## src/design/lss_pkg.sv

```systemverilog
// Types and constants shared by the LIFO stack with search.
package lss_pkg;

   localparam int DEPTH    = 8;
   localparam int IDX_W    = $clog2(DEPTH);
   localparam int CNT_W    = $clog2(DEPTH + 1);
   localparam int DATA_W   = 32;
   localparam int TYPE_W   = 3;
   localparam int POS_W    = 3;
   localparam int STATUS_W = 3;
   localparam int CMP_W    = (CNT_W > POS_W) ? CNT_W : POS_W;

   typedef enum logic [TYPE_W-1:0] {
      OP_PUSH   = 3'd0,
      OP_POP    = 3'd1,
      OP_PEEK   = 3'd2,
      OP_SEARCH = 3'd3,
      OP_UPDATE = 3'd4
   } lss_op_type;

   typedef enum logic [STATUS_W-1:0] {
      ST_OK        = 3'd0,
      ST_OVERFLOW  = 3'd1,
      ST_EMPTY     = 3'd2,
      ST_NOT_FOUND = 3'd3,
      ST_BAD_POS   = 3'd4
   } lss_status_type;

   typedef enum logic [1:0] {
      S_IDLE,
      S_READ,
      S_SCAN,
      S_DONE
   } lss_state_type;

   typedef struct packed {
      logic                     we;
      logic [IDX_W-1:0]         waddr;
      logic signed [DATA_W-1:0] wdata;
      logic                     re;
      logic [IDX_W-1:0]         raddr;
   } lss_mem_req_type;

endpackage

```

## src/design/lss_req_if.sv

```systemverilog
// Request channel: valid/ready handshake with the request fields.
interface lss_req_if;
   logic                              valid;
   logic                              ready;
   logic [lss_pkg::TYPE_W-1:0]        req_type;
   logic signed [lss_pkg::DATA_W-1:0] data_value;
   logic [lss_pkg::POS_W-1:0]         position;

   modport source (output valid, output req_type, output data_value, output position,
                   input ready);
   modport sink   (input valid, input req_type, input data_value, input position,
                   output ready);
endinterface

```

## src/design/lss_rsp_if.sv

```systemverilog
// Response channel: valid/ready handshake with the result fields.
interface lss_rsp_if;
   logic                              valid;
   logic                              ready;
   logic signed [lss_pkg::DATA_W-1:0] read_data;
   logic [lss_pkg::POS_W-1:0]         found_index;
   logic [lss_pkg::STATUS_W-1:0]      status;

   modport source (output valid, output read_data, output found_index, output status,
                   input ready);
   modport sink   (input valid, input read_data, input found_index, input status,
                   output ready);
endinterface

```

## src/design/lss_store.sv

```systemverilog
// Stack word memory: one write port, one read port, registered read data.
module lss_store (
   input  logic                              clock,
   input  lss_pkg::lss_mem_req_type          mem_req,
   output logic signed [lss_pkg::DATA_W-1:0] rd_data
);

   logic signed [lss_pkg::DATA_W-1:0] store_ff [lss_pkg::DEPTH];
   logic signed [lss_pkg::DATA_W-1:0] rd_data_ff;

   always_ff @(posedge clock) begin
      if (mem_req.we) begin
         store_ff[mem_req.waddr] <= mem_req.wdata;
      end
      if (mem_req.re) begin
         rd_data_ff <= store_ff[mem_req.raddr];
      end
   end

   assign rd_data = rd_data_ff;

endmodule

```

## src/design/lifo_stack_with_search.sv

```systemverilog
// LIFO stack of signed 32-bit words with push, pop, peek, search and update.
// One transaction is in work at a time; req_chan.ready is high only while the block
// waits for a new one, and a finished result sits in the response register so the next
// transaction can be taken while it waits. Push, update and unknown requests go from
// IDLE straight to DONE, pop and peek pass through READ, and search stays in SCAN
// while the stack memory's single read port reads one entry per cycle from the top
// down. Stored words need no clearing after reset: only entries below the fill count
// are ever read.
module lifo_stack_with_search (
   input  logic       clock,
   input  logic       reset,
   lss_req_if.sink    req_chan,
   lss_rsp_if.source  rsp_chan
);

   lss_pkg::lss_state_type            state_ff, state_in;
   logic [lss_pkg::CNT_W-1:0]         count_ff, count_in;
   logic signed [lss_pkg::DATA_W-1:0] key_ff, key_in;
   logic [lss_pkg::IDX_W-1:0]         idx_ff, idx_in;
   logic signed [lss_pkg::DATA_W-1:0] res_data_ff, res_data_in;
   logic [lss_pkg::IDX_W-1:0]         res_idx_ff, res_idx_in;
   lss_pkg::lss_status_type           res_status_ff, res_status_in;
   logic                              rsp_valid_ff, rsp_valid_in;
   logic signed [lss_pkg::DATA_W-1:0] rsp_data_ff;
   logic [lss_pkg::POS_W-1:0]         rsp_idx_ff;
   lss_pkg::lss_status_type           rsp_status_ff;

   lss_pkg::lss_mem_req_type          mem_req;
   logic signed [lss_pkg::DATA_W-1:0] rd_data;
   lss_pkg::lss_op_type               req_op;
   logic [lss_pkg::IDX_W-1:0]         top_idx;
   logic                              is_empty;
   logic                              is_full;
   logic                              load_out;

   lss_store u_store (
      .clock   (clock),
      .mem_req (mem_req),
      .rd_data (rd_data)
   );

   assign req_op   = lss_pkg::lss_op_type'(req_chan.req_type);
   assign top_idx  = lss_pkg::IDX_W'(count_ff - lss_pkg::CNT_W'(1));
   assign is_empty = (count_ff == '0);
   assign is_full  = (count_ff == lss_pkg::CNT_W'(lss_pkg::DEPTH));

   always_comb begin
      state_in      = state_ff;
      count_in      = count_ff;
      key_in        = key_ff;
      idx_in        = idx_ff;
      res_data_in   = res_data_ff;
      res_idx_in    = res_idx_ff;
      res_status_in = res_status_ff;
      mem_req       = '0;
      req_chan.ready = 1'b0;
      load_out      = 1'b0;

      case (state_ff)
         lss_pkg::S_IDLE: begin
            req_chan.ready = 1'b1;
            if (req_chan.valid) begin
               key_in        = req_chan.data_value;
               res_data_in   = '0;
               res_idx_in    = '0;
               res_status_in = lss_pkg::ST_OK;
               state_in      = lss_pkg::S_DONE;
               case (req_op)
                  lss_pkg::OP_PUSH: begin
                     if (is_full) begin
                        res_status_in = lss_pkg::ST_OVERFLOW;
                     end else begin
                        mem_req.we    = 1'b1;
                        mem_req.waddr = count_ff[lss_pkg::IDX_W-1:0];
                        mem_req.wdata = req_chan.data_value;
                        count_in      = count_ff + lss_pkg::CNT_W'(1);
                     end
                  end
                  lss_pkg::OP_POP, lss_pkg::OP_PEEK: begin
                     if (is_empty) begin
                        res_status_in = lss_pkg::ST_EMPTY;
                     end else begin
                        mem_req.re    = 1'b1;
                        mem_req.raddr = top_idx;
                        state_in      = lss_pkg::S_READ;
                        if (req_op == lss_pkg::OP_POP) begin
                           count_in = count_ff - lss_pkg::CNT_W'(1);
                        end
                     end
                  end
                  lss_pkg::OP_SEARCH: begin
                     if (is_empty) begin
                        res_status_in = lss_pkg::ST_EMPTY;
                     end else begin
                        mem_req.re    = 1'b1;
                        mem_req.raddr = top_idx;
                        idx_in        = top_idx;
                        state_in      = lss_pkg::S_SCAN;
                     end
                  end
                  lss_pkg::OP_UPDATE: begin
                     if (is_empty) begin
                        res_status_in = lss_pkg::ST_EMPTY;
                     end else if (lss_pkg::CMP_W'(req_chan.position) >=
                                  lss_pkg::CMP_W'(count_ff)) begin
                        res_status_in = lss_pkg::ST_BAD_POS;
                     end else begin
                        mem_req.we    = 1'b1;
                        mem_req.waddr = lss_pkg::IDX_W'(req_chan.position);
                        mem_req.wdata = req_chan.data_value;
                     end
                  end
                  default: begin
                  end
               endcase
            end
         end
         lss_pkg::S_READ: begin
            res_data_in = rd_data;
            state_in    = lss_pkg::S_DONE;
         end
         lss_pkg::S_SCAN: begin
            // rd_data holds entry idx_ff; fetch the next one down in the same cycle
            if (rd_data == key_ff) begin
               res_idx_in = idx_ff;
               state_in   = lss_pkg::S_DONE;
            end else if (idx_ff == '0) begin
               res_status_in = lss_pkg::ST_NOT_FOUND;
               state_in      = lss_pkg::S_DONE;
            end else begin
               mem_req.re    = 1'b1;
               mem_req.raddr = idx_ff - lss_pkg::IDX_W'(1);
               idx_in        = idx_ff - lss_pkg::IDX_W'(1);
            end
         end
         lss_pkg::S_DONE: begin
            // hand over once the response register is free or draining
            if (!rsp_valid_ff || rsp_chan.ready) begin
               load_out = 1'b1;
               state_in = lss_pkg::S_IDLE;
            end
         end
         default: begin
            state_in = lss_pkg::S_IDLE;
         end
      endcase
   end

   assign rsp_valid_in = load_out | (rsp_valid_ff & ~rsp_chan.ready);

   always_ff @(posedge clock) begin
      if (reset) begin
         state_ff     <= lss_pkg::S_IDLE;
         count_ff     <= '0;
         rsp_valid_ff <= 1'b0;
      end else begin
         state_ff     <= state_in;
         count_ff     <= count_in;
         rsp_valid_ff <= rsp_valid_in;
      end
   end

   always_ff @(posedge clock) begin
      key_ff        <= key_in;
      idx_ff        <= idx_in;
      res_data_ff   <= res_data_in;
      res_idx_ff    <= res_idx_in;
      res_status_ff <= res_status_in;
      if (load_out) begin
         rsp_data_ff   <= res_data_ff;
         rsp_idx_ff    <= lss_pkg::POS_W'(res_idx_ff);
         rsp_status_ff <= res_status_ff;
      end
   end

   assign rsp_chan.valid       = rsp_valid_ff;
   assign rsp_chan.read_data   = rsp_data_ff;
   assign rsp_chan.found_index = rsp_idx_ff;
   assign rsp_chan.status      = rsp_status_ff;

endmodule

```

## src/flat_wrapper.sv

```systemverilog
// flat-port wrapper written by rule: the top's interface ports become plain ports
module lifo_stack_with_search_flat 
  (clock, reset, req_chan_valid, req_chan_req_type, req_chan_data_value, req_chan_position, req_chan_ready, rsp_chan_valid, rsp_chan_read_data, rsp_chan_found_index, rsp_chan_status, rsp_chan_ready);
  lss_req_if req_chan_i ();
  lss_rsp_if rsp_chan_i ();
  input  logic clock;
  input  logic reset;
  input wire logic [$bits(req_chan_i.valid)-1:0] req_chan_valid;
  input wire logic [$bits(req_chan_i.req_type)-1:0] req_chan_req_type;
  input wire logic [$bits(req_chan_i.data_value)-1:0] req_chan_data_value;
  input wire logic [$bits(req_chan_i.position)-1:0] req_chan_position;
  output wire logic [$bits(req_chan_i.ready)-1:0] req_chan_ready;
  output wire logic [$bits(rsp_chan_i.valid)-1:0] rsp_chan_valid;
  output wire logic [$bits(rsp_chan_i.read_data)-1:0] rsp_chan_read_data;
  output wire logic [$bits(rsp_chan_i.found_index)-1:0] rsp_chan_found_index;
  output wire logic [$bits(rsp_chan_i.status)-1:0] rsp_chan_status;
  input wire logic [$bits(rsp_chan_i.ready)-1:0] rsp_chan_ready;
  assign req_chan_i.valid = req_chan_valid;
  assign req_chan_i.req_type = req_chan_req_type;
  assign req_chan_i.data_value = req_chan_data_value;
  assign req_chan_i.position = req_chan_position;
  assign req_chan_ready = req_chan_i.ready;
  assign rsp_chan_valid = rsp_chan_i.valid;
  assign rsp_chan_read_data = rsp_chan_i.read_data;
  assign rsp_chan_found_index = rsp_chan_i.found_index;
  assign rsp_chan_status = rsp_chan_i.status;
  assign rsp_chan_i.ready = rsp_chan_ready;
  lifo_stack_with_search u_core (.clock(clock), .reset(reset), .req_chan(req_chan_i), .rsp_chan(rsp_chan_i));
endmodule
```

## config.mk

```make
export PLATFORM = sky130hd
export DESIGN_NAME = lifo_stack_with_search_flat
export DESIGN_NICKNAME = d
export VERILOG_FILES = /design/src/design/lss_pkg.sv /design/src/design/lss_req_if.sv /design/src/design/lss_rsp_if.sv /design/src/design/lss_store.sv /design/src/design/lifo_stack_with_search.sv /design/src/flat_wrapper.sv
export SDC_FILE = /design/constraint.sdc
export NUM_CORES = 1
export LEC_CHECK = 0
export BUFFER_PORTS_ARGS = -buffer_cell sky130_fd_sc_hd__clkbuf_2
export CORE_UTILIZATION = 40
export DETAILED_ROUTE_END_ITERATION = 6
export GPL_TIMING_DRIVEN = 0
export SLEW_MARGIN = 25
export SYNTH_ARGS = -nofsm -noshare
export SYNTH_HDL_FRONTEND = slang
export SYNTH_SLANG_ARGS = --single-unit
export TNS_END_PERCENT = 50
```

## constraint.sdc

```tcl
create_clock -name clock -period 10 [get_ports clock]
set_clock_uncertainty 0.2 [all_clocks]
set_input_delay 0.5 -clock clock [delete_from_list [all_inputs] [get_ports clock]]
set_output_delay 0.5 -clock clock [all_outputs]
set_load 0.02 [all_outputs]
```

Word-level counts from Yosys, hierarchy flattened
Memories as Yosys holds them, arrays and structs flattened. A register that Yosys moved wholly into a read port is not among the register bits.
Cells that the tools add are included.
Widths: inputs -> output; s select.

word-level totals
  register bits = 118
  RAM bits = 256
  output and inout port bits = 40
  memories kept = 1

memory list
  name                     words  width  read ports  clocked after memory_dff  write ports  line            source
  u_core.u_store.store_ff  8      32     1           1                         1            lss_store.sv:8  logic signed [lss_pkg::DATA_W-1:0] store_ff [lss_pkg::DEPTH];

cells by class
  $add $sub $neg = 3
  magnitude comparators = 1
  equal/unequal tests = 21
  muxes and demuxes = 48
  bitwise logic cells = 3
  reduce and logical (&&, ||, !) cells = 18

operators by type and width
  cell                 count
  $mux 36              4
  $pmux 36 s2          1
  $pmux 32 s2          1
  $mux 40              1
  $mux 3               12
  $eq 32x32->1         1
  $mux 32              1
  $mux 4               7
  $pmux 3 s2           3
  $pmux 4 s2           2
  $ne 2x2->1 const B   7
  $mux 2               6
  $reduce_and 6->1     2
  $pmux 3 s3           1
  $ne 2x1->1 const B   4
  $pmux 2 s4           1
  $mux 1               7
  $eq 3x2->1 const B   2
  $logic_not 3->1      2
  $reduce_and 3->1     2
  $reduce_bool 2->1    3
  $add 4x1->4 const B  1
  $eq 2x2->1 const B   2
  $eq 4x4->1 const B   1
  other kinds (19)     20

Longest topological paths before layout
Gate-level depths: netlist (run 1).

  depth in word-level cells = 8
  depth in mapped cells = 13

By module
From an unflattened synthesis (run 1), not the netlist that was laid out.

unflattened totals
  cells, all modules = 757
  area, all modules = 15,830.2 um^2

by module, submodules not included
  module                  instances  cells an instance  area each (um^2)
  lss_store               1          415                10,786.6
  lifo_stack_with_search  1          342                5,043.6

Worst setup path before layout (run 1)
No wires, ideal clock.

  path kind = register -> register
  start = register u_core.state_ff[0]
  end = memory u_core.u_store.store_ff[2][0] (netlist bit), enable pin
  arrival = 3.639 ns
  required time = 9.379 ns
  slack = 5.740 ns
  stages on the path, launching flop included = 9
  clock period less this slack = 4.260 ns
  path through = dfxtp_1 > inv_1 > ha_1 > nand2_1 > inv_1 > o21a_1 > nor2b_1 > nand2_1 > nor2_1

on the way
  longest elaborated chain between the ends = 4

ends and longest elaborated chain
  element                       line                           source
  start: declaration            lifo_stack_with_search.sv:16   lss_pkg::lss_state_type state_ff, state_in;
  start signal: assignment      lifo_stack_with_search.sv:153  state_ff <= lss_pkg::S_IDLE;
  start signal: assignment      lifo_stack_with_search.sv:157  state_ff <= state_in;
  $logic_not 2->1 *             lifo_stack_with_search.sv:59   case (state_ff)
  $mux 36 *                     lifo_stack_with_search.sv:59
  $mux 1                        lss_store.sv:12                if (mem_req.we) begin
  $mux 1 (implied by the code)  lss_store.sv:13                store_ff[mem_req.waddr] <= mem_req.wdata;
  end: declaration              lss_store.sv:8

Every way passes the cells marked *; elsewhere a longest branch is shown, timed or not.

Worst setup path in the final report (run 1)
  start = register u_core.u_store.rd_data_ff (netlist bit u_core.u_store.rd_data[1]), read port of u_core.u_store.store_ff
  end = register u_core.u_store.rd_data_ff (netlist bit u_core.u_store.rd_data[13]), read port of u_core.u_store.store_ff, data pin

on the way
  longest elaborated chain between the ends = 3

ends and longest elaborated chain
  element             line                           source
  start: declaration  lss_store.sv:9                 logic signed [lss_pkg::DATA_W-1:0] rd_data_ff;
  $eq 32x32->1        lifo_stack_with_search.sv:124  if (rd_data == key_ff) begin
  $mux 4              lifo_stack_with_search.sv:124
  $pmux 4 s2          lifo_stack_with_search.sv:59

Every way passes these cells.
A chain may end at the register's enable or synchronous reset.

==> run metrics, run 1 <==
overall die area=just over 40000 um2; dominant register cell in the synthesized netlist=sky130_fd_sc_hd__edfxtp_1; synthesized area=approximately 16000 um2; synth top area cells=sky130_fd_sc_hd__edfxtp_1, sky130_fd_sc_hd__mux2i_1, sky130_fd_sc_hd__a221oi_2; Leakage Power=6.50 nW; Initial Util=0.406; Sum Neg Setup Slack=0 ns; CTS H-tree depth=2; dpl cell area=around 18000 um2; Final setup viols=0; number of enable flip-flop cells after synthesis=399; endpoint kind of the worst setup timing path=flip-flop; Tightest Hold Check Type=in2reg; root cell of the clock tree=sky130_fd_sc_hd__clkbuf_16; count of state elements after synthesis=about 410; DIE WIDTH=about 200 um; largest net degree at the start of global routing=33; Bufs on Longest Clock Path=3; global route total overflow=0; most common library cells after synthesis=sky130_fd_sc_hd__edfxtp_1, sky130_fd_sc_hd__mux2i_1, sky130_fd_sc_hd__nand2_1; clock transition at the registers of the reported paths=approximately 0.060 ns; cell type of the slowest stage on the worst timing path=sky130_fd_sc_hd__a31oi_1; internal power contribution=~3.5 mW; unrepaired setup endpoints after global routing=no; Worst setup SP type=flip-flop; areal power density over the cells=256 nW/um2; DRC marker count from the first detailed-route iteration=650; number of gates resized after CTS=0; slowest stage delay, CP=0.67 ns; Cell variety after synth=57; CP cell instances=xnor2_1, nand4_1, nor4_2, a21oi_2, a31oi_1, buf_2, a32o_1, a221oi_2; most instantiated library cell after synthesis=sky130_fd_sc_hd__edfxtp_1; # hold bufs at CTS=28; total CTS buffers=approximately 40; Post-Syn Nets=between 900 and 1000; DP Wirelength=24.1 mm; CP Class=reg2reg; drt wl/cell=approximately 22 um; dominant cell type by area after synthesis=sky130_fd_sc_hd__edfxtp_1; overall power consumption=approximately 5 mW; Area growth syn-to-layout=18.5%; area of the core region=around 40000 um2; Sinks on Clock Net=roughly 400; count of buffering cells on the critical path with inverters included=1; vias per cell=around 5.2; critical path peak fanout=10; number of antenna violations at the first check in global routing=0; Ys Warns=0; critical path's top delay family=compound AO/OA/AOI/OAI gates; fraction of power consumed by the clock network=0.303; synthesized instance count=926; peak supply drop=111 uV; Antenna Violating Nets Remaining=0; final count of hold timing violations=0; floorplan row count=73; worst-margin pin slew=0.708 ns; switching fraction of total power=0.287; Seq/Total Area, Yosys=0.751; wire length of the first global-routing pass=53.8 mm; share of flip-flops with an asynchronous set or reset=0; total I/O pin count=82; net switching component of the power=approximately 1.4 mW; remaining design rule violation count=0; fraction of layout instances using a drive strength above 1=0.204; Via Count=8475; Req. time, crit path=about 10 ns; GP Congestion=about 0.77; sequential cell fraction of total power=0.455; share of power burned in combinational logic=0.242; count of final max-slew check failures=0; arrival time of the worst setup path=between 4 and 5 ns; Avg Inst Size Synth=about 17 um2; Port-buffer cells=a little under 80; die height=between 200 and 250 um; number of nets in the layout=roughly 1100; outcome=finished, final reports clean; max-slew headroom at the worst pin=0.523; total global-route track usage=0.179; Clock Latency Late Sink=between 0.5 and 0.6 ns; detailed-routing iteration count for the pre-antenna-repair pass=7; CTS tree=built; post-CTS setup buffer count=0; number of max-cap violations=0; f_max=253 MHz; area share of the largest cell type after synthesis=0.743; sum of routed wire length over all layers=approximately 36 mm; post-route design area=between 15000 and 20000 um2; number of global-route vias before repair=~8400; final critical-path share of the clock period=0.395; Final min period=a little under 4 ns
## power groups by stage
stage | registers, mW | clock network [mW] | logic (mW)
final | 2.22 | 1.48 | 1.18
after global routing | 2.24 | 1.57 | 1.28
after CTS | 2.22 | 1.51 | 1.21
after detailed placement | 2.26 | 0 | 1.19
after global placement | 2.28 | 0 | 1.13
after floorplan | 2.26 | 0 | 0.760
## registers in the layout, summed over array words and instances, names as in the netlist
name                         count
u_core.count_ff                  4
u_core.idx_ff                    3
u_core.key_ff                   32
u_core.res_data_ff              32
u_core.res_idx_ff                3
u_core.res_status_ff             3
u_core.rsp_chan.found_index      3
u_core.rsp_chan.read_data       32
u_core.rsp_chan.status           3
u_core.rsp_chan.valid            1
u_core.state_ff                  2
u_core.u_store.rd_data          32
u_core.u_store.store_ff        256
## placed cells by master (no fill, tap or decap), drive strengths merged, types with 5 or more instances in the layout
cell         count
edfxtp         399
clkbuf         139
mux2i           98
nand2           84
and2            71
buf             45
xnor2           34
a32o            32
a221oi          32
dlygate4sd3     29
nor2            19
a21oi           16
inv             14
clkinv          12
ha              11
nand4            9
dfxtp            7
o21ai            6
nand2b           5
bufinv           5
nor2b            5
## metal layers
layer  global-route usage  vias up  wire length [um]
met3               0.0284       57              1510
li1                     -     3919                 -
met2                0.293      192             17300
met1                0.248     4307             16600
met4               0.0465        0               720
met5                    0        -                 0
## cell type report
class | count | area, um2
fillers | 3429 | 20600
flip-flops and latches | 406 | 12100
multi-input cells | 466 | 3730
clock buffers | 51 | 1060
repair buffers | 122 | 1000
well taps | 525 | 657
plain buffers | 40 | 294
clock inverters | 17 | 205
inverters | 14 | 52.6
diodes | 1 | 2.50
## stage by stage
step	setup WS, ns	instances	hold slack [ns]	util
after floorplan	5.74	926	0.200	-
after global placement	3.24	1530	0.202	0.433
after detailed placement	6.00	1544	0.205	0.442
after CTS	5.98	1640	0.00818	0.481
after global routing	5.84	1641	0.0144	0.481
final	6.05	1642	0.0279	0.481
## kinds of logic (layout without fill, tap and decap cells)
logic type      after synthesis  in the layout  synth area share
xor+xnor                     37             37            0.0201
buf+inv                      54            244            0.0215
simple gates                213            213            0.0688
mux                          98             98            0.0608
compound gates              107            107            0.0689
fa+ha+maj                    11             11           0.00853
other cells                   0              1                 0
flops                       406            406             0.751
## worst paths after layout
path / from / end / slack (ns) / cells after the start
setup / recovery: u_core.u_store.rd_data[1]$_DFFE_PP_ / u_core.u_store.rd_data[13]$_DFFE_PP_ / 6.05 / 8
hold reg to reg: u_core.res_data_ff[29]$_SDFFCE_PN0P_ / u_core.rsp_chan.read_data[29]$_DFFE_PP_ / 0.21 / 0
hold / removal: req_chan_data_value[26] / u_core.key_ff[26]$_DFFE_PP_ / 0.03 / 1
setup reg to reg: u_core.u_store.rd_data[1]$_DFFE_PP_ / u_core.u_store.rd_data[13]$_DFFE_PP_ / 6.05 / 8
Note: power is estimated with default switching activity, not from simulation.
==> run 2: changes to the inputs <==
--- a/config.mk
+++ b/config.mk
@@ -5,6 +5,7 @@
 export SDC_FILE = /design/constraint.sdc
 export NUM_CORES = 1
 export LEC_CHECK = 0
+export ABC_AREA = 1
 export BUFFER_PORTS_ARGS = -buffer_cell sky130_fd_sc_hd__clkbuf_2
 export CORE_UTILIZATION = 40
 export DETAILED_ROUTE_END_ITERATION = 6
==> constraint.sdc (replaced) <==
create_clock -name clock -period 3.6 [get_ports clock]
set_clock_uncertainty 0.2 [all_clocks]
set_input_delay 0.18 -clock clock [delete_from_list [all_inputs] [get_ports clock]]
set_output_delay 0.18 -clock clock [all_outputs]
set_load 0.02 [all_outputs]
==> run metrics, run 2 <==
outcome=finished, final reports clean (unchanged); Tightest Hold Check Type=in2reg (unchanged); Cell variety after synth=32 (was 57); number of max-cap violations=0 (unchanged); register area=12100 um2 (unchanged); Sum Neg Setup Slack=0 ns (unchanged); DIE WIDTH=212 um (was 203 um); count of final max-slew check failures=0 (unchanged); dominant cell type by area after synthesis=sky130_fd_sc_hd__edfxtp_1 (unchanged); non-filler cells in the finished layout=2456 (was 1642); Port-buffer cells=81 (was 79); synthesized area=17700 um2 (was 16100 um2); synthesized instance count=1657 (was 926); Sinks on Clock Net=406 (unchanged); count of filler cells inserted in the layout=3887 (was 3429); slowest stage delay, CP=0.51 ns (was 0.67 ns); drt wl/cell=16.1 um (was 22.0 um); Final min period=3.34 ns (was 3.95 ns); floorplan row count=76 (was 73); max-slew headroom at the worst pin=0.523 (about the same); total I/O pin count=82 (unchanged); fraction of layout instances using a drive strength above 1=0.134 (was 0.204); areal power density over the cells=641 nW/um2 (was 256 nW/um2); DRC marker count from the first detailed-route iteration=824 (was 650); detailed-routing iteration count for the pre-antenna-repair pass=5 (was 7); largest net degree at the start of global routing=33 (unchanged); area of the core region=43400 um2 (was 39700 um2); count of buffering cells on the critical path with inverters included=3 (was 1); highest-count cells in the layout ignoring fill and taps=sky130_fd_sc_hd__edfxtp_1, sky130_fd_sc_hd__nand2_1, sky130_fd_sc_hd__inv_1 (was sky130_fd_sc_hd__edfxtp_1, sky130_fd_sc_hd__mux2i_1, sky130_fd_sc_hd__nand2_1); final count of hold timing violations=0 (unchanged); peak supply drop=321 uV (was 111 uV); Area growth syn-to-layout=18.4% (was 18.5%); placed instance count=2335 (was 1544); register containing the most flip-flops in the final layout=u_core.u_store.store_ff (unchanged); count of state elements after synthesis=406 (unchanged); number of enable flip-flop cells after synthesis=399 (unchanged); number of global-route vias before repair=11104 (was 8368); root cell of the clock tree=sky130_fd_sc_hd__clkbuf_16 (unchanged); unrepaired setup endpoints after global routing=no (unchanged); CTS H-tree depth=2 (unchanged); die height=212 um (was 203 um); area share of the largest cell type after synthesis=0.677 (was 0.743); most instantiated library cell after synthesis=sky130_fd_sc_hd__edfxtp_1 (unchanged); vias per cell=4.65 (was 5.16); critical path peak fanout=19 (was 10); Req. time, crit path=3.65 ns (was 10.06 ns); Ys Warns=0 (unchanged); CP Class=reg2reg (unchanged); endpoint kind of the worst setup timing path=flip-flop (unchanged); arrival time of the worst setup path=3.39 ns (was 4.01 ns); overall die area=45100 um2 (was 41100 um2); Leakage Power=9.23 nW (was 6.50 nW); Antenna Violating Nets Remaining=0 (unchanged); critical path's top delay family=simple AND/OR/NAND/NOR gates (was compound AO/OA/AOI/OAI gates); Final setup viols=0 (unchanged); commonest non-fill, non-tap cell in the layout=sky130_fd_sc_hd__edfxtp_1 (unchanged); total global-route track usage=0.181 (was 0.179); Clock Latency Late Sink=0.55 ns (was 0.53 ns); Bufs on Longest Clock Path=3 (unchanged); f_max=300 MHz (was 253 MHz); Worst setup SP type=flip-flop (unchanged); Initial Util=0.408 (was 0.406); number of antenna violations at the first check in global routing=0 (unchanged); clock transition at the registers of the reported paths=0.06 ns (about the same); total CTS buffers=41 (unchanged); synth top area cells=sky130_fd_sc_hd__edfxtp_1, sky130_fd_sc_hd__nand2_1, sky130_fd_sc_hd__inv_1 (was sky130_fd_sc_hd__edfxtp_1, sky130_fd_sc_hd__mux2i_1, sky130_fd_sc_hd__a221oi_2); Seq/Total Area, Yosys=0.685 (was 0.751); dominant register cell in the synthesized netlist=sky130_fd_sc_hd__edfxtp_1 (unchanged); final critical-path share of the clock period=0.927 (was 0.395); share of flip-flops with an asynchronous set or reset=0 (unchanged); DP Wirelength=27.3 mm (was 24.1 mm); global route total overflow=0 (unchanged); GP Congestion=0.803 (was 0.766); sum of routed wire length over all layers=39.5 mm (was 36.1 mm); most common library cells after synthesis=sky130_fd_sc_hd__edfxtp_1, sky130_fd_sc_hd__nand2_1, sky130_fd_sc_hd__inv_1 (was sky130_fd_sc_hd__edfxtp_1, sky130_fd_sc_hd__mux2i_1, sky130_fd_sc_hd__nand2_1); cell type of the slowest stage on the worst timing path=sky130_fd_sc_hd__nor2_4 (was sky130_fd_sc_hd__a31oi_1); number of gates resized after CTS=0 (unchanged); remaining design rule violation count=0 (unchanged); core occupancy in the finished layout=0.483 (was 0.481); Avg Inst Size Synth=10.7 um2 (was 17.4 um2); number of antenna repair diodes=0 (was 1); flip-flop count of the largest register after layout=256 (unchanged); CP cell instances=inv_1, ha_1, inv_1, a21oi_1, o21ai_0, a21oi_1, nor2_1, a22oi_1, nor3_1, nand2_1, nor2_4, buf_16 (was xnor2_1, nand4_1, nor4_2, a21oi_2, a31oi_1, buf_2, a32o_1, a221oi_2); number of nets in the layout=1892 (was 1144); Via Count=11410 (was 8475); CTS tree=built (unchanged); worst-margin pin slew=0.713 ns (was 0.708 ns); multi-input gate area in the final layout=3780 um2 (was 3730 um2); wire length of the first global-routing pass=61.3 mm (was 53.8 mm); Post-Syn Nets=1710 (was 979)
-- run 2: final timing paths --
check / slack (ns) / startpoint / endpoint / cells after the start
max reg2reg: 0.26 / u_core.count_ff[1]$_SDFFE_PP0P_ / u_core.u_store.store_ff[2][8]$_DFFE_PP_ / 12
min: 0.11 / req_chan_position[1] / u_core.u_store.store_ff[4][24]$_DFFE_PP_ / 4
min reg2reg: 0.22 / u_core.res_data_ff[27]$_SDFFCE_PN0P_ / u_core.rsp_chan.read_data[27]$_DFFE_PP_ / 0
max: 0.26 / u_core.count_ff[1]$_SDFFE_PP0P_ / u_core.u_store.store_ff[2][8]$_DFFE_PP_ / 12
-- run 2: cells by family after synthesis --
family                     Yosys count  synth area share
and+or+nand+nor                    733             0.177
buffers and inverters              447             0.106
xor gates and xnor gates            27            0.0134
AOI/OAI and AO/OA                   32            0.0105
muxes                                1          0.000566
adders and majority gates           11           0.00778
DFF                                406             0.685
-- run 2: power by group --
part / switching (mW) / internal, mW / total, mW
sequential: 0.270 / 6.02 / 6.29
clock: 1.74 / 2.30 / 4.05
combinational: 2.10 / 1.01 / 3.11
-- run 2: stage by stage --
step                total power, mW  hold WS (ns)  setup WS [ns]  area, um2
floorplan                      8.40        0.0491        -0.0494      17700
global placement               9.37         0.176          -1.68      18800
detailed placement             9.48         0.177        -0.0178      19200
CTS                            13.5        0.0934         0.0207      20900
global route                   14.1         0.118        0.00831      21000
finish                         13.4         0.109          0.261      21000
-- run 2: cell type report --
cell class | count | share of cell area
multi-input cells | 804 | 0.180
flip-flops and latches | 406 | 0.579
plain buffers | 70 | 0.0214
inverters | 377 | 0.0677
clock inverters | 20 | 0.00621
well taps | 585 | 0.0349
clock buffers | 55 | 0.0545
repair buffers | 139 | 0.0563
-- run 2: worst reg2reg max path: stages (launching register included) --
cell                      delay (ns)
sky130_fd_sc_hd__dfxtp_1        0.42
sky130_fd_sc_hd__inv_1          0.12
sky130_fd_sc_hd__ha_1           0.28
sky130_fd_sc_hd__inv_1          0.05
sky130_fd_sc_hd__a21oi_1        0.03
sky130_fd_sc_hd__o21ai_0        0.15
sky130_fd_sc_hd__a21oi_1        0.12
sky130_fd_sc_hd__nor2_1         0.24
sky130_fd_sc_hd__a22oi_1        0.14
sky130_fd_sc_hd__nor3_1         0.28
sky130_fd_sc_hd__nand2_1        0.22
sky130_fd_sc_hd__nor2_4         0.51
sky130_fd_sc_hd__buf_16         0.25
-- run 2: routing by layer --
| layer | vias up | GRT usage | share of wire |
|---|---|---|---|
| met4 | 0 | 0.0620 | 0.028 |
| met5 | - | 0 | 0 |
| li1 | 5677 | - | - |
| met1 | 5353 | 0.230 | 0.43 |
| met2 | 309 | 0.315 | 0.49 |
| met3 | 71 | 0.0253 | 0.054 |
-- run 2: repair_timing --
item / in CTS / in global routing
endpoints found under the setup margin: 46 / 40
setup buffers: 4 / 3
hold buffers: 39 / 0
hold endpoints to repair: 310 / 0
pin swaps: 3 / 2
==> run 3: changes to the inputs <==
==> constraint.sdc (replaced) <==
create_clock -name clock -period 2.85 [get_ports clock]
set_clock_uncertainty 0.2 [all_clocks]
set_input_delay 0.1425 -clock clock [delete_from_list [all_inputs] [get_ports clock]]
set_output_delay 0.1425 -clock clock [all_outputs]
set_load 0.02 [all_outputs]
==> run metrics, run 3 (synthesis gave the netlist of run 2 again) <==
outcome=finished, final reports clean (unchanged); DRC marker count from the first detailed-route iteration=885 (was 824); GP Congestion=0.825 (was 0.803); total I/O pin count=82 (unchanged); final critical-path share of the clock period=0.989 (was 0.927); highest-count cells in the layout ignoring fill and taps=sky130_fd_sc_hd__edfxtp_1, sky130_fd_sc_hd__nand2_1, sky130_fd_sc_hd__inv_1 (unchanged); number of cells traversed by the worst hold path=2 (was 4); Leakage Power=9.53 nW (was 9.23 nW); drt wl/cell=16.7 um (was 16.1 um); wire length of the first global-routing pass=62.3 mm (was 61.3 mm); number of max-cap violations=0 (unchanged); DP Wirelength=27.4 mm (was 27.3 mm); Area growth syn-to-layout=22.9% (was 18.4%); Clock Latency Late Sink=0.55 ns (about the same); Sinks on Clock Net=406 (unchanged); CP cell instances=inv_1, ha_1, inv_1, a21oi_1, o21ai_1, a21oi_2, nor2_4, buf_4, a22oi_2, nor3_2, nand2_1, nor2_4, buf_16 (was inv_1, ha_1, inv_1, a21oi_1, o21ai_0, a21oi_1, nor2_1, a22oi_1, nor3_1, nand2_1, nor2_4, buf_16); Sum Neg Setup Slack=0 ns (unchanged); hold_ws=0.120 ns (was 0.109 ns); Req. time, crit path=2.89 ns (was 3.65 ns); Antenna Violating Nets Remaining=0 (unchanged); CP Class=reg2reg (unchanged); Bufs on Longest Clock Path=3 (unchanged); worst slack after detailed placement=-0.611 ns (was -0.0178 ns); floorplan row count=76 (unchanged); peak supply drop=386 uV (was 321 uV); count of filler cells inserted in the layout=3799 (was 3887); Final setup viols=0 (unchanged); total CTS buffers=41 (unchanged); critical path peak fanout=18 (was 19); DIE WIDTH=212 um (unchanged); Port-buffer cells=81 (unchanged); arrival time of the worst setup path=2.86 ns (was 3.39 ns); worst r2r path cells=13 (was 12); register area=12100 um2 (about the same); count of final max-slew check failures=0 (unchanged); multi-input gate area in the final layout=3920 um2 (was 3780 um2); vias per cell=4.69 (was 4.65); critical path's top delay family=simple AND/OR/NAND/NOR gates (unchanged); root cell of the clock tree=sky130_fd_sc_hd__clkbuf_16 (unchanged); worst reg2reg path startpoint=u_core.count_ff[1]$_SDFFE_PP0P_ (unchanged); areal power density over the cells=808 nW/um2 (was 641 nW/um2); number of global-route vias before repair=11189 (was 11104); sum of routed wire length over all layers=41.5 mm (was 39.5 mm); end point of the most critical hold path=u_core.key_ff[28]$_DFFE_PP_ (was u_core.u_store.store_ff[4][24]$_DFFE_PP_); core occupancy in the finished layout=0.501 (was 0.483); number of antenna violations at the first check in global routing=1 (was 0); worst-margin pin slew=0.724 ns (was 0.713 ns); cell type of the slowest stage on the worst timing path=sky130_fd_sc_hd__dfxtp_4 (was sky130_fd_sc_hd__nor2_4); largest net degree at the start of global routing=33 (unchanged); area of the core region=43400 um2 (unchanged); number of nets in the layout=1926 (was 1892); count of buffering cells on the critical path with inverters included=4 (was 3); slowest stage delay, CP=0.36 ns (was 0.51 ns); flip-flop count of the largest register after layout=256 (unchanged); switching fraction of total power=0.301 (was 0.306); total global-route track usage=0.184 (was 0.181); Initial Util=0.408 (unchanged); number of antenna repair diodes=0 (unchanged); reg-to-reg critical path endpoint=u_core.u_store.store_ff[6][8]$_DFFE_PP_ (was u_core.u_store.store_ff[2][8]$_DFFE_PP_); startpoint of the lowest-slack hold path=req_chan_data_value[28] (was req_chan_position[1]); register containing the most flip-flops in the final layout=u_core.u_store.store_ff (unchanged); share of power burned in combinational logic=0.243 (was 0.231); internal power contribution=12.3 mW (was 9.33 mW); endpoint kind of the worst setup timing path=flip-flop (unchanged); Via Count=11687 (was 11410); clock transition at the registers of the reported paths=0.06 ns (about the same); sequential cell fraction of total power=0.449 (was 0.468); reg2reg setup slack=0.03 ns (was 0.26 ns); Tightest Hold Check Type=in2reg (unchanged); fraction of power consumed by the clock network=0.307 (was 0.301); global route total overflow=0 (unchanged); net switching component of the power=5.28 mW (was 4.11 mW); max-slew headroom at the worst pin=0.516 (was 0.523); f_max=355 MHz (was 300 MHz); Final min period=2.82 ns (was 3.34 ns); CTS H-tree depth=2 (unchanged); overall die area=45100 um2 (unchanged); commonest non-fill, non-tap cell in the layout=sky130_fd_sc_hd__edfxtp_1 (unchanged); unrepaired setup endpoints after global routing=yes (was no); remaining design rule violation count=0 (unchanged); Worst setup SP type=flip-flop (unchanged); CTS tree=built (unchanged); fraction of layout instances using a drive strength above 1=0.170 (was 0.134); final count of hold timing violations=0 (unchanged); detailed-routing iteration count for the pre-antenna-repair pass=7 (was 5); die height=212 um (unchanged); worst path setup slack after routing=0.0313 ns (was 0.261 ns)
==> run 3: final cells by class <==
class                           count  area share
Buffer                             70      0.0242
Clock buffer                       58      0.0535
Clock inverter                     18     0.00892
Inverter                          377      0.0658
Multi-Input combinational cell    804       0.180
Sequential cell                   406       0.558
Tap cell                          585      0.0337
Timing Repair Buffer              173      0.0760
==> run 3: timing repair <==
| item | CTS | global route |
|---|---|---|
| setup endpoints to repair | 528 | 527 |
| hold endpoints to repair | 309 | 0 |
| hold buffers | 41 | 0 |
| gates resized for setup | 36 | 53 |
| buffers inserted | 17 | 15 |
| pin swaps | 15 | 10 |
| gates cloned | 2 | 6 |
==> run 3: layer usage <==
layer  GRT usage  vias to the layer above  part of all wire
li1            -                     5760                 -
met1       0.241                     5463              0.42
met4      0.0739                        2             0.030
met2       0.308                      383              0.49
met3      0.0261                       79             0.062
met5           0                        -           0.00024
==> run 3: power by group through the flow <==
stage / clock, mW / sequential [mW] / combinational, mW
after floorplan: 0 / 8.05 / 2.57
after global routing: 5.70 / 7.96 / 4.77
after detailed placement: 0 / 8.07 / 3.90
after CTS: 5.49 / 7.95 / 4.10
final: 5.40 / 7.90 / 4.28
after global placement: 0 / 8.09 / 3.74
==> run 3: metrics by stage <==
stage          instances  area (um2)  total power, mW
2_1_floorplan       1657       17700             10.6
3_3_place_gp        2323       18900             11.8
3_5_place_dp        2334       19200             12.0
4_1_cts             2470       21300             17.5
5_1_grt             2491       21700             18.4
6_report            2491       21700             17.6
==> run 3: worst max-delay path by stage <==
| stage | from | endpoint | slack [ns] | cells past startpoint |
|---|---|---|---|---|
| 2_1_floorplan | u_core.count_ff[1]$_SDFFE_PP0P_ | u_core.u_store.store_ff[2][0]$_DFFE_PP_ | -0.28 | 11 |
| 4_1_cts | u_core.u_store.rd_data[8]$_DFFE_PP_ | u_core.u_store.rd_data[20]$_DFFE_PP_ | 0.002 | 14 |
| 3_3_place_gp | u_core.state_ff[0]$_SDFFE_PP0P_ | u_core.u_store.rd_data[11]$_DFFE_PP_ | -1.35 | 6 |
| 5_1_grt | u_core.count_ff[1]$_SDFFE_PP0P_ | u_core.u_store.store_ff[3][12]$_DFFE_PP_ | -0.12 | 12 |
| 6_report | u_core.count_ff[1]$_SDFFE_PP0P_ | u_core.u_store.store_ff[6][8]$_DFFE_PP_ | 0.03 | 13 |
| 3_5_place_dp | u_core.count_ff[0]$_SDFFE_PP0P_ | u_core.u_store.store_ff[7][8]$_DFFE_PP_ | -0.61 | 14 |
==> run 3: worst register-to-register path, stage by stage (launching register included) <==
cell and delay, ns:
sky130_fd_sc_hd__dfxtp_4 0.36, sky130_fd_sc_hd__inv_1 0.09, sky130_fd_sc_hd__ha_1 0.29, sky130_fd_sc_hd__inv_1 0.06, sky130_fd_sc_hd__a21oi_1 0.04, sky130_fd_sc_hd__o21ai_1 0.15, sky130_fd_sc_hd__a21oi_2 0.10, sky130_fd_sc_hd__nor2_4 0.13
sky130_fd_sc_hd__buf_4 0.13, sky130_fd_sc_hd__a22oi_2 0.05, sky130_fd_sc_hd__nor3_2 0.22, sky130_fd_sc_hd__nand2_1 0.23, sky130_fd_sc_hd__nor2_4 0.25, sky130_fd_sc_hd__buf_16 0.20
